### config.mk
export PLATFORM = sky130hd
export DESIGN_NAME = alb_div
export DESIGN_NICKNAME = d
export VERILOG_FILES = /design/src/hdl/alb_pkg.sv /design/src/hdl/alb_div.sv
export SDC_FILE = /design/constraint.sdc
export NUM_CORES = 1
export LEC_CHECK = 0
export BUFFER_PORTS_ARGS = -buffer_cell sky130_fd_sc_hd__buf_2
export CAP_MARGIN = 10
export CORE_MARGIN = 3
export CORE_UTILIZATION = 55
export CTS_CLUSTER_DIAMETER = 150
export DETAILED_ROUTE_END_ITERATION = 8
export GPL_ROUTABILITY_DRIVEN = 0
export PLACE_DENSITY = 0.81
export SYNTH_ARGS = -nofsm -noshare
export SYNTH_HDL_FRONTEND = slang
export SYNTH_SLANG_ARGS = --single-unit
### constraint.sdc
create_clock -name aclk -period 2.86 [get_ports aclk]
set_clock_uncertainty 0.15 [all_clocks]
set_input_delay 0.429 -clock aclk [delete_from_list [all_inputs] [get_ports aclk]]
set_output_delay 0.429 -clock aclk [all_outputs]
set_load 0.005 [all_outputs]
### src/hdl/alb_pkg.sv
// shared types and constants for the antialiased line blender
// no dependencies
package alb_pkg;

    localparam logic [1:0] ACT_WRITE = 2'd0;
    localparam logic [1:0] ACT_READ  = 2'd1;
    localparam logic [1:0] ACT_LINE  = 2'd2;

    localparam logic [1:0] REG_CANVAS_W = 2'd0;
    localparam logic [1:0] REG_CANVAS_H = 2'd1;
    localparam logic [1:0] REG_CLIP_W   = 2'd2;
    localparam logic [1:0] REG_CLIP_H   = 2'd3;

    localparam int RegW   = 7;

    typedef struct packed {
        logic        start;
        logic [15:0] num;
        logic [15:0] den;
    } div_req_t;

    typedef struct packed {
        logic        busy;
        logic        done;
        logic [15:0] quot;
        logic [15:0] rem;
    } div_rsp_t;

endpackage

### src/hdl/alb_div.sv
// restoring divider, one quotient bit per cycle
// depends on alb_pkg
module alb_div (
    input  logic              aclk,
    input  logic              aresetn,
    input  alb_pkg::div_req_t req,
    output alb_pkg::div_rsp_t rsp
);

    logic [15:0] quot_reg, quot_next;
    logic [15:0] rem_reg, rem_next;
    logic [15:0] den_reg, den_next;
    logic [4:0]  cnt_reg, cnt_next;
    logic        busy_reg, busy_next;
    logic        done_reg, done_next;
    logic [16:0] trial;

    always_comb begin
        quot_next = quot_reg;
        rem_next  = rem_reg;
        den_next  = den_reg;
        cnt_next  = cnt_reg;
        busy_next = busy_reg;
        done_next = 1'b0;
        trial     = {rem_reg, quot_reg[15]} - {1'b0, den_reg};
        if (req.start) begin
            quot_next = req.num;
            rem_next  = '0;
            den_next  = req.den;
            cnt_next  = 5'd16;
            busy_next = 1'b1;
        end else if (busy_reg) begin
            if (!trial[16]) begin
                rem_next = trial[15:0];
                quot_next = {quot_reg[14:0], 1'b1};
            end else begin
                rem_next = {rem_reg[14:0], quot_reg[15]};
                quot_next = {quot_reg[14:0], 1'b0};
            end
            cnt_next = cnt_reg - 5'd1;
            if (cnt_reg == 5'd1) begin
                busy_next = 1'b0;
                done_next = 1'b1;
            end
        end
    end

    always_ff @(posedge aclk) begin
        quot_reg <= quot_next;
        rem_reg  <= rem_next;
        den_reg  <= den_next;
        cnt_reg  <= cnt_next;
        if (!aresetn) begin
            busy_reg <= 1'b0;
            done_reg <= 1'b0;
        end else begin
            busy_reg <= busy_next;
            done_reg <= done_next;
        end
    end

    assign rsp.busy = busy_reg;
    assign rsp.done = done_reg;
    assign rsp.quot = quot_reg;
    assign rsp.rem  = rem_reg;

endmodule
# Word-level counts from Yosys, hierarchy flattened
# Cells that the tools add are included.
# totals
register_bits,55
latch_bits,0
ram_bits,0
romBits,0
in_bits,35
out_inout_bits,34
word_cells,21
n_memories,0
# op_classes
addsub,2
mul,0
div_mod_pow,0
order_cmp,0
eq_ne,1
shifts,0
n_mux,8
bitwise_logic,2
reduce_logical,2
# op_table
operator,count
$mux W16,3
$sub A17 B16 Y17,1
$eq A5 B1 Y1 const B,1
$mux W1,5
$sub A5 B1 Y5 const B,1
$reduce_or A3 Y1,1
$not A1 Y1,2
$reduce_bool A2 Y1,1

# Logic depth before layout (Yosys ltp)
# Gate-level depths: netlist (run 1).
# logic_depth
depth_word,4
ltp_mapped,10
mapped_depth_nobuf,9

# Worst setup path before layout (run 1)
# OpenSTA, ideal clock, no wires.
# synth_timing
path_kind,register to register
from,register quot_reg[15]
to,register rem_reg[5]
setup_time_ns,0.134
t_arrival_ns,2.345
slack_ns,0.232
path_stages_with_launch,11
synth_period_minus_slack_ns,2.628
cell_sequence,edfxtp_1 > inv_1 > ha_1 > fa_1 > nand2b_1 > a21oi_4 > o21ai_4 > or4_1 > buf_6 > a311oi_1 > a311oi_1
# synth_via
elab_chain_len,2
# synth_lines
element,line,source
start: declaration,alb_div.sv:10,"logic [15:0] quot_reg, quot_next;"
start signal: assignment,alb_div.sv:49,quot_reg <= quot_next;
$sub A17 B16 Y17,alb_div.sv:25,"trial = {rem_reg, quot_reg[15]} - {1'b0, den_reg};"
$mux W16,alb_div.sv:33,if (!trial[16]) begin
end signal: assignment,alb_div.sv:50,rem_reg <= rem_next;
end: declaration,alb_div.sv:11,"logic [15:0] rem_reg, rem_next;"
# Every way passes these cells.
# A chain may end at the register's enable or synchronous reset.

# Final worst setup path (run 1)
# layout_timing
from,register quot_reg[15]
to,"register quot_reg[0], data pin"
# layout_via
elab_chain_len,4
# layout_lines
element,line,source
$sub A17 B16 Y17,alb_div.sv:25,
$mux W1,alb_div.sv:33,
$mux W16,alb_div.sv:32,end else if (busy_reg) begin
$mux W16,alb_div.sv:26,if (req.start) begin
net quot_next[0],alb_div.sv:10,
# The timed path passes the listed nets, and every way through them passes these cells. The select of a mux whose other input is x is not followed.

==> flow_summary.json, run 1 <==
{
  "layout.area.seq_um2": 1420,
  "antenna_found_initial": 0,
  "crit_family": "compound AO/OA/AOI/OAI gates",
  "vias": 2650,
  "htree_levels": 2,
  "cts_resized": 0,
  "fmax_mhz": 364,
  "synth_edf_count": 32,
  "postCtsSetupBuffers": 0,
  "grt_pass1_wl_mm": 12.6,
  "grt_pass1_vias": 2543,
  "hp-class": "in -> reg",
  "io_pins": 69,
  "synth_top_cell_by_area": "edfxtp_1",
  "grt-ovfl-total": 0,
  "final_common_cell": "buf_2",
  "crit_path_top_delay_cell": "fa_1",
  "power_density_nw_per_um2": 446,
  "yosysWarningCount": 0,
  "cts_tree": "yes",
  "routed_wl_mm": 7.49,
  "drt_iter0_markers": 316,
  "finalCritPeriodShare_pct": 96.0,
  "setup.worst_path.start": "quot_reg[15]",
  "core_area_um2": 5640,
  "setup_viol": 0,
  "ctsHoldBuffers": 0,
  "reg2reg_depth": 9,
  "nFillCells": 447,
  "cts.clk_slew.worst_paths_ps": 100,
  "worst-setup-path-type": "reg -> reg",
  "ir_worst_vdd_v": 0.000212,
  "report.final.slew_viol_count": 0,
  "port_buffers": 68,
  "grt_max_degree": 27,
  "cts.sinks": 55,
  "finalCriticalPeriod_ps": 2750,
  "p_total_mw": 1.70,
  "viasPerCell": 5.80,
  "critPathCapture": "quot_reg[0]",
  "numCtsBuffers": 5,
  "async_reset_ff_share_pct": 0,
  "setup_tns_ps": 0,
  "clk_latency_ps": 310,
  "worst_pin_slew_ps": 549,
  "path_depth": 9,
  "ys_top_cells_by_area": "edfxtp_1, dfxtp_1, ha_1",
  "startpoint_type": "register",
  "die_w_um": 83.3,
  "required_ps": 2760,
  "cp-end-kind": "register",
  "syn_inst": 307,
  "avgRoutedWirePerCell_um": 16.4,
  "synth_ff_type": "edfxtp_1",
  "row_count": 27,
  "r2r_end": "quot_reg[0]",
  "max-slew-margin-rel_pct": 63.2,
  "dp_hpwl_mm": 5.66,
  "nets": 438,
  "first_pass_iters": 5,
  "cp_slowest_stage_delay_ps": 380,
  "rsz0062_at_grt": "no",
  "synth_top_cell_area_share_pct": 29.2,
  "synth_nets": 361,
  "clock_path_buffers": 2,
  "worstPathMaxFanout": 15,
  "maxCapViolations": 0,
  "outcome": "complete, no violations",
  "dieArea_um2": 6940,
  "dieHeight_um": 83.3,
  "ant_nets": 0,
  "ys_seq_area_share_pct": 43.3,
  "drive_gt1_share_pct": 33.0,
  "cp_num_buf_inv": 1,
  "ys_types": 61,
  "multi_input_comb_area_um2": 1660,
  "layout_common_cells": "buf_2, edfxtp_1, nand2_1, inv_1, dfxtp_1",
  "drc": 0,
  "clock-root-buffer": "clkbuf_8",
  "ff2ff_setup_slack_ps": 110,
  "power.leakage_nw": 1.66,
  "synth_area_um2": 3290,
  "start_util_pct": 58.2,
  "rr_startpoint": "quot_reg[15]",
  "syn_to_final_growth_pct": 16.1,
  "final_hold_viol_count": 0,
  "track_usage_pct": 22.3,
  "critPathArrivalTime_ps": 2650,
  "crit_chain": "inv_1 -> ha_1 -> fa_1 -> nand2b_1 -> a21oi_4 -> o21ai_4 -> o2111a_4 -> nor3_4 -> o21ai_0",
  "ys_ff_latch": 55,
  "n_antenna_cell": 0,
  "avgSynthCellArea_um2": 10.7
}
## where the power goes
part / total (mW) / switching [mW] / leakage [nW] / internal (mW)
registers: 0.936 / 0.0331 / 0.506 / 0.903
clock network: 0.436 / 0.263 / 0.0483 / 0.173
logic: 0.329 / 0.176 / 1.11 / 0.153
total: 1.70 / 0.472 / 1.66 / 1.23
## metrics by stage
| step | cell area [µm²] | util, % | instances | hold slack, ps | setup slack, ps |
|---|---|---|---|---|---|
| 2_1_floorplan | 3290 | - | 307 | 312 | 232 |
| 3_3_place_gp | 3720 | 66.0 | 449 | 333 | 193 |
| 3_5_place_dp | 3720 | 66.0 | 449 | 342 | 88.6 |
| 4_1_cts | 3810 | 67.5 | 457 | 136 | 72.0 |
| 5_1_grt | 3810 | 67.6 | 457 | 129 | 0.899 |
| 6_report | 3810 | 67.6 | 457 | 137 | 114 |
## worst min path at each step
stage	from	endpoint	slack, ps	cells past startpoint
floorplan	cnt_reg[4]	cnt_reg[4]	310	2
global placement	cnt_reg[1]	cnt_reg[1]	330	2
detailed placement	cnt_reg[1]	cnt_reg[1]	340	2
CTS	req[7]	den_reg[7]	140	1
global route	req[1]	den_reg[1]	130	1
finish	req[9]	den_reg[9]	140	1
## cells by family (layout without fill, tap and decap cells)
group	Yosys count	in the layout	share of synthesized area, %
buf+inv	40	118	6.44
fa+ha+maj	19	19	7.46
mux	15	15	5.14
flops	55	55	43.3
compound gates	84	84	21.2
xor+xnor	15	15	4.00
simple gates	79	79	12.5
## area by class of cell
| type | instances | area share (%) |
|---|---|---|
| Multi-Input combinational cell | 212 | 43.4 |
| Sequential cell | 55 | 37.3 |
| Timing Repair Buffer | 84 | 12.1 |
| Inverter | 26 | 2.56 |
| Tap cell | 72 | 2.36 |
| Clock buffer | 5 | 1.80 |
| Clock inverter | 3 | 0.492 |
## worst reg2reg max path, cell delays in order (launching register included)
cell      delay [ps]
edfxtp_1         360
inv_1             60
ha_1             210
fa_1             380
nand2b_1         230
a21oi_4          200
o21ai_4          110
o2111a_4         370
nor3_4           300
o21ai_0          130
## layer usage
layer | vias up | share of wire (%) | global-route usage (%)
met5 | - | 0 | 0
met4 | 0 | 0.79 | 3.86
met3 | 7 | 6.1 | 4.07
met2 | 97 | 46 | 35.3
met1 | 1242 | 47 | 32.1
li1 | 1304 | - | -
## synth_stat cells, drive strengths merged (4+ instances only)
cell type / count
clkbuf: 6
o211ai: 4
o41a: 6
o21a: 5
nand2: 29
o21ai: 12
o31ai: 11
mux2: 15
a21o: 5
ha: 18
a311oi: 4
a21oi: 14
buf: 8
nand4: 6
xnor2: 14
edfxtp: 32
nor2: 14
dfxtp: 23
nor4: 6
nand2b: 7
inv: 26
nor3: 5
Note: power is estimated with default switching activity, not from simulation.
==> run 2: changes to the inputs <==
--- a/config.mk
+++ b/config.mk
@@ -13,6 +13,7 @@
 export DETAILED_ROUTE_END_ITERATION = 8
 export GPL_ROUTABILITY_DRIVEN = 0
 export PLACE_DENSITY = 0.81
+export RECOVER_POWER = 100
 export SYNTH_ARGS = -nofsm -noshare
 export SYNTH_HDL_FRONTEND = slang
 export SYNTH_SLANG_ARGS = --single-unit
==> flow_summary.json, run 2 (same netlist as run 1, synthesis figures left out) <==
{
  "outcome": "complete, no violations",
  "dieHeight_um": 83.3,
  "busiest_layer": "met2",
  "io_pins": 69,
  "finalCriticalPeriod_ps": 2770,
  "grt-ovfl-total": 0,
  "cts_tree": "yes",
  "grt_util_met2_pct": 35.3,
  "startpoint_type": "register",
  "n_antenna_cell": 0,
  "ant_nets": 0,
  "drive_gt1_share_pct": 28.1,
  "fmax_mhz": 362,
  "hold_depth": 1,
  "setup_tns_ps": 0,
  "reg2reg_depth": 9,
  "ctsHoldBuffers": 0,
  "viasPerCell": 5.86,
  "nets": 438,
  "r2r_end": "quot_reg[0]",
  "start_util_pct": 58.2,
  "power_density_nw_per_um2": 450,
  "ff2ff_setup_slack_ps": 90,
  "syn_to_final_growth_pct": 14.8,
  "drt_iter0_markers": 258,
  "worst-setup-path-type": "reg -> reg",
  "grt_pass1_vias": 2543,
  "rr_startpoint": "quot_reg[15]",
  "cp-end-kind": "register",
  "die_w_um": 83.3,
  "setup_viol": 0,
  "report.final.slew_viol_count": 0,
  "dp_hpwl_mm": 5.66,
  "dpl_worst_slack_ps": 88.6,
  "finalCritPeriodShare_pct": 96.7,
  "grt_pass1_wl_mm": 12.6,
  "first_pass_iters": 7,
  "worst_pin_slew_ps": 1230,
  "drc": 0,
  "maxCapViolations": 0,
  "grt_max_degree": 27,
  "p_total_mw": 1.70,
  "vias": 2676,
  "avgRoutedWirePerCell_um": 16.5,
  "cts.clk_slew.worst_paths_ps": 100,
  "final_common_cell": "buf_2",
  "holdPathEnd": "den_reg[3]",
  "grt_use_met3_pct": 4.07,
  "clk_latency_ps": 310,
  "final_hold_viol_count": 0,
  "layout_common_cells": "buf_2, edfxtp_1, nand2_1, inv_1, dfxtp_1",
  "required_ps": 2750,
  "power.leakage_nw": 1.60,
  "rsz0062_at_grt": "no",
  "clock-root-buffer": "clkbuf_8",
  "min-delay-start": "req[3]",
  "dieArea_um2": 6940,
  "ir_worst_vdd_v": 0.000223,
  "max-slew-margin-rel_pct": 17.9,
  "port_buffers": 68,
  "routed_wl_mm": 7.52,
  "hp-class": "in -> reg",
  "postCtsSetupBuffers": 0,
  "critPathArrivalTime_ps": 2650,
  "finalWorstSetupSlack_ps": 93.8,
  "row_count": 27,
  "core_area_um2": 5640,
  "whs_ps": 138,
  "final_util_pct": 66.9,
  "grtUsageMet1_pct": 32.1,
  "antenna_found_initial": 0,
  "cts_resized": 0,
  "numCtsBuffers": 5,
  "htree_levels": 2,
  "clock_path_buffers": 2,
  "track_usage_pct": 22.3,
  "cts.sinks": 55,
  "worstPathMaxFanout": 15
}
run 2: cell types whose count changed in the layout (fill, tap and decap cells not counted), moves of 2 or more:
cell,change
clkbuf_1,+15
buf_4,-6
buf_2,-13
mux2_2,-2
mux2_1,+2
clkbuf_2,+3
run 2: final cells by class:
class                   instances  area [µm²]
fillers                       458        1870
repair buffers                 84         425
well taps                      72        90.1
inverters                      26        97.6
flip-flops and latches         55        1420
clock inverters                 3        18.8
clock buffers                   5        68.8
multi-input cells             212        1650
run 2: worst max-delay path, cell delays in order (launching register included):
cell and delay [ps]:
edfxtp_1 360, inv_1 60, ha_1 210, fa_1 380, nand2b_1 230, a21oi_4 200, o21ai_4 100, o2111a_4 370
nor3_4 290, o21ai_0 140
run 2: worst max-delay path by stage:
stage | start | endpoint | slack, ps | cells after the start
6_report | quot_reg[15] | quot_reg[0] | 90 | 9
5_1_grt | quot_reg[15] | rem_reg[14] | 5 | 10
4_1_cts | quot_reg[15] | rem_reg[3] | 70 | 10
3_5_place_dp | quot_reg[15] | rem_reg[3] | 90 | 10
3_3_place_gp | quot_reg[15] | rem_reg[3] | 190 | 10
2_1_floorplan | quot_reg[15] | rem_reg[5] | 230 | 10
run 2: stage by stage:
stage | area, µm² | instances
after CTS | 3810 | 457
after floorplan | 3290 | 307
final | 3770 | 457
after global routing | 3770 | 457
after detailed placement | 3720 | 449
after global placement | 3720 | 449
run 2: where the power goes:
group | internal, mW | leakage (nW) | switching (mW) | total (mW)
sequential | 0.903 | 0.506 | 0.0334 | 0.937
clock | 0.173 | 0.0483 | 0.263 | 0.436
combinational | 0.148 | 1.05 | 0.176 | 0.324
run 2: routing by layer:
layer | share of wire (%) | up-vias
met5 | 0 | -
met4 | 1.2 | 0
met3 | 7.0 | 13
met2 | 45 | 126
met1 | 46 | 1237
li1 | - | 1300
==> run 3: changes to the inputs <==
--- a/config.mk
+++ b/config.mk
@@ -7,8 +7,10 @@
 export LEC_CHECK = 0
 export BUFFER_PORTS_ARGS = -buffer_cell sky130_fd_sc_hd__buf_2
 export CAP_MARGIN = 10
+export CELL_PAD_IN_SITES_DETAIL_PLACEMENT = 1
+export CELL_PAD_IN_SITES_GLOBAL_PLACEMENT = 2
 export CORE_MARGIN = 3
-export CORE_UTILIZATION = 55
+export CORE_UTILIZATION = 35
 export CTS_CLUSTER_DIAMETER = 150
 export DETAILED_ROUTE_END_ITERATION = 8
 export GPL_ROUTABILITY_DRIVEN = 0
==> flow_summary.json, run 3 (same netlist as run 1, synthesis figures left out) <==
{
  "dpl_worst_slack_ps": -10.1,
  "routed_wl_mm": 8.97,
  "drive_gt1_share_pct": 27.8,
  "r2r_end": "rem_reg[5]",
  "grt-ovfl-total": 0,
  "dieHeight_um": 103,
  "port_buffers": 68,
  "required_ps": 2890,
  "antenna_found_initial": 0,
  "setup.worst_path.start": "quot_reg[15]",
  "maxCapViolations": 0,
  "crit_path_top_delay_cell": "or4_4",
  "cp-end-kind": "register",
  "combPwrFrac_pct": 19.5,
  "first_pass_iters": 4,
  "switching_share_pct": 28.0,
  "die_w_um": 103,
  "nets": 442,
  "finalWorstSetupSlack_ps": 138,
  "finalCritPeriodShare_pct": 95.2,
  "final_hold_viol_count": 0,
  "wl_met1_mm": 4.17,
  "start_util_pct": 36.8,
  "wl_met2_mm": 4.49,
  "cts_tree": "yes",
  "startpoint_type": "register",
  "track_usage_pct": 17.5,
  "final_util_pct": 43.4,
  "power_density_nw_per_um2": 439,
  "avgRoutedWirePerCell_um": 18.1,
  "power.leakage_nw": 1.60,
  "p_switching_mw": 0.478,
  "worst_pin_slew_ps": 715,
  "clock_path_buffers": 2,
  "layout_common_cells": "buf_2, edfxtp_1, nand2_1, inv_1, clkbuf_1",
  "vias": 2678,
  "htree_levels": 2,
  "reg2reg_depth": 9,
  "numCtsBuffers": 5,
  "critPathCapture": "rem_reg[5]",
  "n_antenna_cell": 0,
  "row_count": 34,
  "max-slew-margin-rel_pct": 52.3,
  "clockPowerShare_pct": 25.5,
  "drt_iter0_markers": 85,
  "dieArea_um2": 10600,
  "syn_to_final_growth_pct": 18.1,
  "worst-setup-path-type": "reg -> reg",
  "grt_pass1_vias": 2765,
  "fmax_mhz": 367,
  "core_area_um2": 8930,
  "clk_latency_ps": 310,
  "hp-class": "in -> reg",
  "cp_slowest_stage_delay_ps": 530,
  "viasPerCell": 5.39,
  "routed.top_layer": "met4",
  "grt_max_degree": 26,
  "report.final.slew_viol_count": 0,
  "finalCriticalPeriod_ps": 2720,
  "cts.clk_slew.worst_paths_ps": 100,
  "outcome": "complete, no violations",
  "setup_viol": 0,
  "dp_hpwl_mm": 6.83,
  "power.share.sequential_pct": 55.1,
  "clock-root-buffer": "clkbuf_8",
  "route.met3.wl_um": 259,
  "drc": 0,
  "grt_pass1_wl_mm": 14.5,
  "rr_startpoint": "quot_reg[15]",
  "final_common_cell": "buf_2",
  "ctsHoldBuffers": 0,
  "p_int_mw": 1.23,
  "ir_worst_vdd_v": 0.000212,
  "ant_nets": 0,
  "critPathArrivalTime_ps": 2750,
  "crit_chain": "inv_1 -> ha_1 -> fa_1 -> nand2b_4 -> a21oi_4 -> o21ai_4 -> or4_4 -> a311oi_2 -> a311oi_1",
  "cts.sinks": 55,
  "ff2ff_setup_slack_ps": 140,
  "io_pins": 69,
  "worstPathMaxFanout": 10
}
## run 3: cell types whose count changed in the layout (fill, tap and decap cells not counted), moves of 2 or more
cell      change
clkbuf_1     +10
buf_2         -9
buf_4         +6
clkbuf_2      -3
clkinv_2      -2
mux2_1        -2
mux2_2        +2
## run 3: power by group through the flow
stage | combinational, mW | sequential [mW] | clock, mW
final | 0.332 | 0.939 | 0.434
after global routing | 0.370 | 0.948 | 0.486
after CTS | 0.337 | 0.939 | 0.457
after detailed placement | 0.335 | 0.957 | 0
after global placement | 0.328 | 0.954 | 0
after floorplan | 0.212 | 0.952 | 0
## run 3: critical path, delay by kind of cell (launching register included)
family                     cells  cell delay [ps]
and+or+nand+nor                2              710
buffers and inverters          1               70
adders and majority gates      2              610
DFF                            1              360
AOI/OAI and AO/OA              4              700
## run 3: metal layers
| layer | vias to the layer above | track usage [%] |
|---|---|---|
| met2 | 34 | 30.4 |
| met3 | 4 | 2.57 |
| li1 | 1321 | - |
| met5 | - | 0 |
| met4 | 0 | 3.59 |
| met1 | 1319 | 23.2 |
## run 3: repair_timing
item / in CTS / in global routing
buffers inserted: 0 / 1
setup endpoints to repair: 1 / 9
hold endpoints to repair: 0 / 0
resized for setup: 1 / 5
gates cloned: 0 / 1
pin swaps: 0 / 3
## run 3: per-stage QoR
step           hold slack, ps  instances  setup TNS, ps  total power [mW]  instance area, µm²
2_1_floorplan             312        307              0              1.16                3290
3_3_place_gp              333        487              0              1.28                3780
3_5_place_dp              345        487          -10.1              1.29                3780
4_1_cts                   128        495              0              1.73                3870
5_1_grt                   120        497          -12.4              1.80                3880
6_report                  139        497              0              1.70                3880
## run 3: how the worst min path moves through the flow
stage | startpoint | end | slack (ps) | cells after the start
global placement | cnt_reg[1] | cnt_reg[1] | 330 | 2
CTS | req[2] | den_reg[2] | 130 | 1
floorplan | cnt_reg[4] | cnt_reg[4] | 310 | 2
finish | req[2] | den_reg[2] | 140 | 1
detailed placement | cnt_reg[1] | cnt_reg[1] | 350 | 2
global route | req[3] | den_reg[3] | 120 | 1
## run 3: area by class of cell
cell class,instances,area [µm²]
timing repair buffer,87,452
inverter,26,97.6
tap,108,135
clock inverter,2,12.5
clock buffer,6,72.6
multi-input combinational,213,1690
fill,1029,5050
sequential,55,1420
